File: config.mk
export PLATFORM = sky130hd
export DESIGN_NAME = sce_regfile
export DESIGN_NICKNAME = d
export VERILOG_FILES = /design/src/rtl/sce_pkg.sv /design/src/rtl/sce_regfile.sv
export SDC_FILE = /design/constraint.sdc
export NUM_CORES = 1
export LEC_CHECK = 0
export ABC_CLOCK_PERIOD_IN_PS = 11200
export BUFFER_PORTS_ARGS = -buffer_cell sky130_fd_sc_hd__buf_2
export CORE_MARGIN = 2
export CORE_UTILIZATION = 35
export DETAILED_ROUTE_END_ITERATION = 12
export GPL_TIMING_DRIVEN = 0
export SLEW_MARGIN = 5
export SYNTH_ARGS = -nofsm -noshare
export SYNTH_HDL_FRONTEND = slang
export SYNTH_SLANG_ARGS = --single-unit
File: constraint.sdc
create_clock -name clock -period 11.2 [get_ports clock]
set_clock_uncertainty 0.05 [all_clocks]
set_input_delay 2.8 -clock clock [delete_from_list [all_inputs] [get_ports clock]]
set_output_delay 2.8 -clock clock [all_outputs]
set_load 0.005 [all_outputs]
File: src/rtl/sce_pkg.sv
// Shared types, constants and helper functions of the simple CPU execute unit.
package sce_pkg;

   // Data path and field widths.
   localparam int XLEN       = 32;
   localparam int NUM_REGS   = 16;
   localparam int REG_AW     = 4;
   localparam int OP_W       = 5;
   localparam int PC_W       = 12;
   localparam int INSTR_W    = 20;
   localparam int PRELOAD_AW = 12;
   localparam int CYC_INC_W  = 2;

   // Default data memory depth in words; the depth is a power of two.
   localparam int MEM_WORDS = 4096;

   // Item kinds carried by the func field.
   localparam logic FUNC_EXEC    = 1'b0;
   localparam logic FUNC_PRELOAD = 1'b1;

   // Fixed register numbers.
   localparam logic [REG_AW-1:0] REG_ZERO = 4'd0;
   localparam logic [REG_AW-1:0] REG_IMM  = 4'd1;

   typedef enum logic [OP_W-1:0] {
      OP_ADD  = 5'd0,
      OP_SUB  = 5'd1,
      OP_MUL  = 5'd2,
      OP_AND  = 5'd3,
      OP_OR   = 5'd4,
      OP_XOR  = 5'd5,
      OP_SLL  = 5'd6,
      OP_SRA  = 5'd7,
      OP_SRL  = 5'd8,
      OP_BEQ  = 5'd9,
      OP_BNE  = 5'd10,
      OP_BLT  = 5'd11,
      OP_BGT  = 5'd12,
      OP_BLE  = 5'd13,
      OP_BGE  = 5'd14,
      OP_JAL  = 5'd15,
      OP_LW   = 5'd16,
      OP_SW   = 5'd17,
      OP_RETI = 5'd18,
      OP_IN   = 5'd19,
      OP_OUT  = 5'd20,
      OP_HALT = 5'd21
   } op_type;

   typedef enum logic [1:0] {
      STATUS_OK      = 2'd0,
      STATUS_ILLEGAL = 2'd1,
      STATUS_HALTED  = 2'd2,
      STATUS_IGNORED = 2'd3
   } status_type;

   // Register file write port.
   typedef struct packed {
      logic              en;
      logic [REG_AW-1:0] addr;
      logic [XLEN-1:0]   data;
   } rf_write_type;

   // Register file read addresses and read data for rs, rt and rd.
   typedef struct packed {
      logic [REG_AW-1:0] a;
      logic [REG_AW-1:0] b;
      logic [REG_AW-1:0] d;
   } rf_read_addr_type;

   typedef struct packed {
      logic [XLEN-1:0] a;
      logic [XLEN-1:0] b;
      logic [XLEN-1:0] d;
   } rf_read_data_type;

   // Opcodes whose destination is checked against registers 0 and 1.
   function automatic logic op_checks_dest(input op_type op);
      return op inside {[OP_ADD:OP_SRL], OP_JAL, OP_LW, OP_IN};
   endfunction

   // Opcodes that write the destination register.
   function automatic logic op_writes_reg(input op_type op);
      return op inside {[OP_ADD:OP_SRL], OP_JAL, OP_LW};
   endfunction

   // Arithmetic right shift; amounts of 32 or more fill with the sign bit.
   function automatic logic [XLEN-1:0] shift_sra(input logic [XLEN-1:0] value,
                                                  input logic [XLEN-1:0] amount);
      logic [XLEN-1:0] result;
      if (|amount[XLEN-1:5]) begin
         result = {XLEN{value[XLEN-1]}};
      end else begin
         result = XLEN'($signed(value) >>> amount[4:0]);
      end
      return result;
   endfunction

endpackage

File: src/rtl/sce_regfile.sv
// Register file: two identical banks giving three registered read ports.
module sce_regfile (
   input  logic                         clock,
   input  logic                         reset,
   input  sce_pkg::rf_write_type        wr,
   input  sce_pkg::rf_read_addr_type    raddr,
   output sce_pkg::rf_read_data_type    rdata
);

   logic [sce_pkg::XLEN-1:0]     bank_ab [sce_pkg::NUM_REGS];
   logic [sce_pkg::XLEN-1:0]     bank_d  [sce_pkg::NUM_REGS];
   logic [sce_pkg::NUM_REGS-1:0] valid_ff;
   logic [sce_pkg::XLEN-1:0]     q_a_ff;
   logic [sce_pkg::XLEN-1:0]     q_b_ff;
   logic [sce_pkg::XLEN-1:0]     q_d_ff;
   logic                         qv_a_ff;
   logic                         qv_b_ff;
   logic                         qv_d_ff;

   // Written flags: an entry never written reads as zero after reset.
   always_ff @(posedge clock) begin
      if (reset) begin
         valid_ff <= '0;
      end else if (wr.en) begin
         valid_ff[wr.addr] <= 1'b1;
      end
   end

   // Both banks take every write; reads return the contents before the edge.
   always_ff @(posedge clock) begin
      if (wr.en) begin
         bank_ab[wr.addr] <= wr.data;
         bank_d[wr.addr]  <= wr.data;
      end
      q_a_ff  <= bank_ab[raddr.a];
      q_b_ff  <= bank_ab[raddr.b];
      q_d_ff  <= bank_d[raddr.d];
      qv_a_ff <= valid_ff[raddr.a];
      qv_b_ff <= valid_ff[raddr.b];
      qv_d_ff <= valid_ff[raddr.d];
   end

   assign rdata.a = qv_a_ff ? q_a_ff : '0;
   assign rdata.b = qv_b_ff ? q_b_ff : '0;
   assign rdata.d = qv_d_ff ? q_d_ff : '0;

endmodule

-- After elaboration in Yosys (flattened, before gate mapping)
Memory sizes are Yosys's and may differ from the RTL's. A register that Yosys moved wholly into a read port is not among the register bits.
Index checks and enable logic that the tools add are counted.
- bits in registers: 19
- memory bits (writable): 1024
- bits of input ports: 51
- output and inout port bits: 96
- logic and storage cells: 26
- memories kept: 2
- magnitude comparators: 5
- mux-type cells: 13
- bitwise gates (word level): 1
- reductions and logical operators: 1
- memory list (name ; depth ; width ; rd ports ; clocked after memory_dff ; write ports ; RTL line ; source):
    bank_ab ; 16 ; 32 ; 2 ; 2 ; 1 ; sce_regfile.sv:10 ; logic [sce_pkg::XLEN-1:0] bank_ab [sce_pkg::NUM_REGS];
    bank_d ; 16 ; 32 ; 1 ; 1 ; 1 ; sce_regfile.sv:11 ; logic [sce_pkg::XLEN-1:0] bank_d [sce_pkg::NUM_REGS];
- operators with widths (cell ; count):
    32-bit two-way mux ; 3
    4-bit by 5-bit < comparator with 1-bit output (second input constant) ; 4
    16-bit OR ; 1
    1-bit binary-select mux with 4-bit select ; 3
    1-bit two-way mux ; 6
    1-bit demux with 4-bit select ; 1
    4-bit by 1-bit >= comparator with 1-bit output (second input constant) ; 1
    1-bit logical AND ; 1

-- Longest topological paths before layout
- depth in word-level cells: 5
- depth in mapped cells: 6
- depth with buffers taken out: 3

-- Worst setup path after synthesis
OpenSTA, ideal clock, no wires.
- path type: input to register
- start: input port wr[32] in the netlist's numbering
- end: memory bank_d[0][0] in the netlist's numbering (enable)
- library setup time: 461 ps
- arrival time: 5519 ps
- required time: 10689 ps
- path slack: 5170 ps
- stages on the path: 2
- path buffers: 0
- path through: or3b_2 -> nor3_1
- RTL lines (element ; RTL line ; source):
    start: declaration ; sce_regfile.sv:5 ; input sce_pkg::rf_write_type wr,
    end: declaration ; sce_regfile.sv:11 ;
Straight into the memory's write port.

==> flow_summary_export.csv <==
group,metric,value,unit
power,seqPwrFrac,48.5,%
logic_synthesis,ys_seq_elements,627,
worst_hold_path,min_from,"valid_ff[7]",
floorplan,ios,147,
logic_synthesis,netlist.area_leader.share,50.90,%
floorplan,rows,107,
logic_synthesis,ys_warn_count,0,
logic_synthesis,syn_area_per_cell,18.44,µm²
logic_synthesis,synthTopCellsByArea,"edfxtp_1 (51%), mux4_2 (30%), dfxtp_1 (7.6%)",
sta,tns,0,ns
critical_path,arrival,2.38,ns
cells_and_area,multiInputGateArea,11860,µm²
cells_and_area,drive_gt1_share,39.17,%
placed_design,dpl_cell_area,32980,µm²
cts,cts.sinks,627,
placed_design,portBuffers,139,
sta,min_period,5.232,ns
power,powerDensity,154.3,nW/µm²
critical_path,rr_endpoint,"q_d_ff[9]",
flow_run,maxCapViolations,0,
global_route,grt_pass1_wl,140.6,mm
critical_path,worst-setup-path-type,"reg2out",
cts,cts_tree,"yes",
sta,relSlewSlack,24.24,%
logic_synthesis,yosysMostFrequentCell,"edfxtp_1",
critical_path,worstPathMaxFanout,10,
route,wl_per_cell,32.16,µm
critical_path,rrSetupSlack,9.58,ns
cts,cts_resized,0,
route,routed_wl,99.03,mm
placed_design,gp_congestion,0.8332,
cts,clkLatencyLatePin,0.61,ns
global_route,grt_max_degree,21,
sta,finalCritPeriodShare,46.72,%
route,vias,18984,
cts,cts-root-buf,"clkbuf_16",
cts,post_cts_buffers,0,
worst_hold_path,min_to,"valid_ff[7]",
logic_synthesis,ys.flop_type,"edfxtp_1",
logic_synthesis,synthCells,1638,
power,p_sw_share,23.74,%
logic_synthesis,syn_nets,1689,
worst_hold_path,hp-class,"reg2reg",
floorplan,fp.dieH,297.8,µm
logic_synthesis,synth_area,30210,µm²
worst_hold_path,hold_depth,2,
floorplan,die_area,88670,µm²
floorplan,start_util,35.42,%
route,drt_pre_antenna_iters,6,
sta,setup_viol,0,
logic_synthesis,synth_top_area_cell,"edfxtp_1",
cts,clock_path_buffers,3,
sta,rsz0062_at_grt,"false",
power,p_leak,11.79,nW
global_route,grt.total_usage,22.12,%
cells_and_area,fin_area,35220,µm²
run_status,status,"finished, final reports clean",
cts,cts_buffers,68,
global_route,antenna_found_initial,5,
global_route,first_global_vias,19624,
floorplan,core_area,85280,µm²
critical_path,cp_data_required_time,8.35,ns
sta,timing.fmax,191.1,MHz
critical_path,cp-start-kind,"flip-flop",
logic_synthesis,ys_seq_area_share,58.52,%
route,drt_iter0_markers,2566,
cts,htree_levels,3,
power,p_int,0.004144,W
logic_synthesis,synthTopCellsByCount,"edfxtp_1 (512), mux4_2 (396), a22oi_1 (198)",
critical_path,end_kind,"output port",
logic_synthesis,async_flop_share,0,%
cts,clkSlewWorstSetupHoldPaths,0.06,ns
cells_and_area,fillers,7487,
cells_and_area,regArea,17680,µm²
power,vdd_drop_max,0.09142,mV
placed_design,hpwl,66.94,mm
power,clkPwrFrac,41.6,%
cts,ctsHoldBuffers,0,
logic_synthesis,synth-edff-count,512,
cells_and_area,nets,1930,
cells_and_area,area_delta_synth_final,16.60,%
floorplan,die_width,297.8,µm
route,drc,0,
critical_path,rr_worst_depth,3,
power,switchingPower,0.001290,W
sta,timing_hold_violations_final,0,
global_route,grt_overflow_total,0,
critical_path,regToRegStartpoint,"bank_d[2][9]",
route,vias_per_cell,6.166,
power,pwr-share-comb,9.9,%
sta,worst_pin_slew,1.136,ns
logic_synthesis,yosysUniqueCellTypes,23,
sta,slew_viol_final,0,
route,final_antenna_net_count,0,
==> per-layer routing <==
metal / track usage [%] / up-vias / part of all wire, %
li1: - / 7498 / -
met1: 27.86 / 10058 / 37
met2: 36.71 / 1208 / 49
met3: 5.214 / 216 / 10
met4: 9.261 / 4 / 4.0
met5: 0 / - / 0.021
==> cells in the final DEF (no fill, tap or decap), types with 4 or more instances in the layout <==
cell type / netlist / layout
buf_1: 7 / 7
diode_2: 0 / 5
a31oi_1: 4 / 4
and2_1: 99 / 99
clkbuf_8: 0 / 7
bufinv_16: 0 / 4
nand2_1: 100 / 100
nor3_2: 0 / 4
buf_12: 0 / 8
a22oi_1: 198 / 198
edfxtp_1: 512 / 512
dfxtp_1: 115 / 115
buf_16: 0 / 8
a21oi_1: 12 / 12
buf_4: 7 / 13
buf_6: 20 / 30
nor2_4: 0 / 12
mux4_2: 396 / 396
clkinv_1: 0 / 4
nor2b_1: 8 / 8
clkinv_2: 0 / 16
nor2_1: 32 / 20
clkbuf_16: 0 / 72
clkbuf_1: 74 / 86
buf_2: 40 / 179
==> critical path: stages, from the launching register on <==
cell and delay (ns):
dfxtp_1 0.65, clkbuf_1 0.75, and2_1 0.25, buf_2 0.13
==> cell type report <==
cell class / count / share of cell area (%)
tap: 1144 / 4.064
timing repair buffer: 171 / 3.503
multi-input combinational: 863 / 33.67
antenna: 5 / 0.03553
sequential: 627 / 50.19
clock buffer: 91 / 5.517
clock inverter: 30 / 0.8029
buffer: 148 / 2.220
==> per-stage QoR <==
step / std cells / setup WS [ns] / total power, W / util, % / hold WS, ns
floorplan: 1638 / 5.170 / 0.002999 / - / 0.4143
global placement: 2921 / 1.965 / 0.003196 / 37.91 / 0.4338
detailed placement: 2953 / 5.618 / 0.003217 / 38.67 / 0.4621
CTS: 3074 / 5.892 / 0.005459 / 41.28 / 0.4854
global route: 3074 / 5.830 / 0.005591 / 41.28 / 0.5129
finish: 3079 / 5.968 / 0.005434 / 41.30 / 0.4856
==> state kept, by name, summed over array words and instances, names as in the netlist <==
signal    cells
qv_d_ff       1
q_a_ff       32
q_d_ff       32
q_b_ff       32
bank_d      480
valid_ff     16
qv_b_ff       1
qv_a_ff       1
bank_ab      32
==> worst max path at each step <==
| stage | from | endpoint |
|---|---|---|
| after global routing | qv_d_ff | rdata[16] |
| after floorplan | wr[32] | bank_d[0][0] |
| after global placement | wr[32] | bank_d[0][14] |
| after detailed placement | raddr[1] | q_d_ff[17] |
| after CTS | qv_d_ff | rdata[16] |
| final | qv_d_ff | rdata[19] |
==> logic make-up after synthesis <==
| family | synth area share (%) |
|---|---|
| muxes | 29.53 |
| buffers and inverters | 2.589 |
| DFF | 58.52 |
| AOI/OAI and AO/OA | 5.203 |
| and+or+nand+nor | 4.163 |
==> power groups by stage <==
stage	sequential, W	combinational (W)	clock (W)
after detailed placement	0.00268	0.000533	0
after global placement	0.00268	0.000516	0
final	0.00264	0.000537	0.00226
after floorplan	0.00267	0.000327	0
after global routing	0.00264	0.000563	0.00239
after CTS	0.00263	0.000535	0.00229
Note: power is estimated with default switching activity, not from simulation.
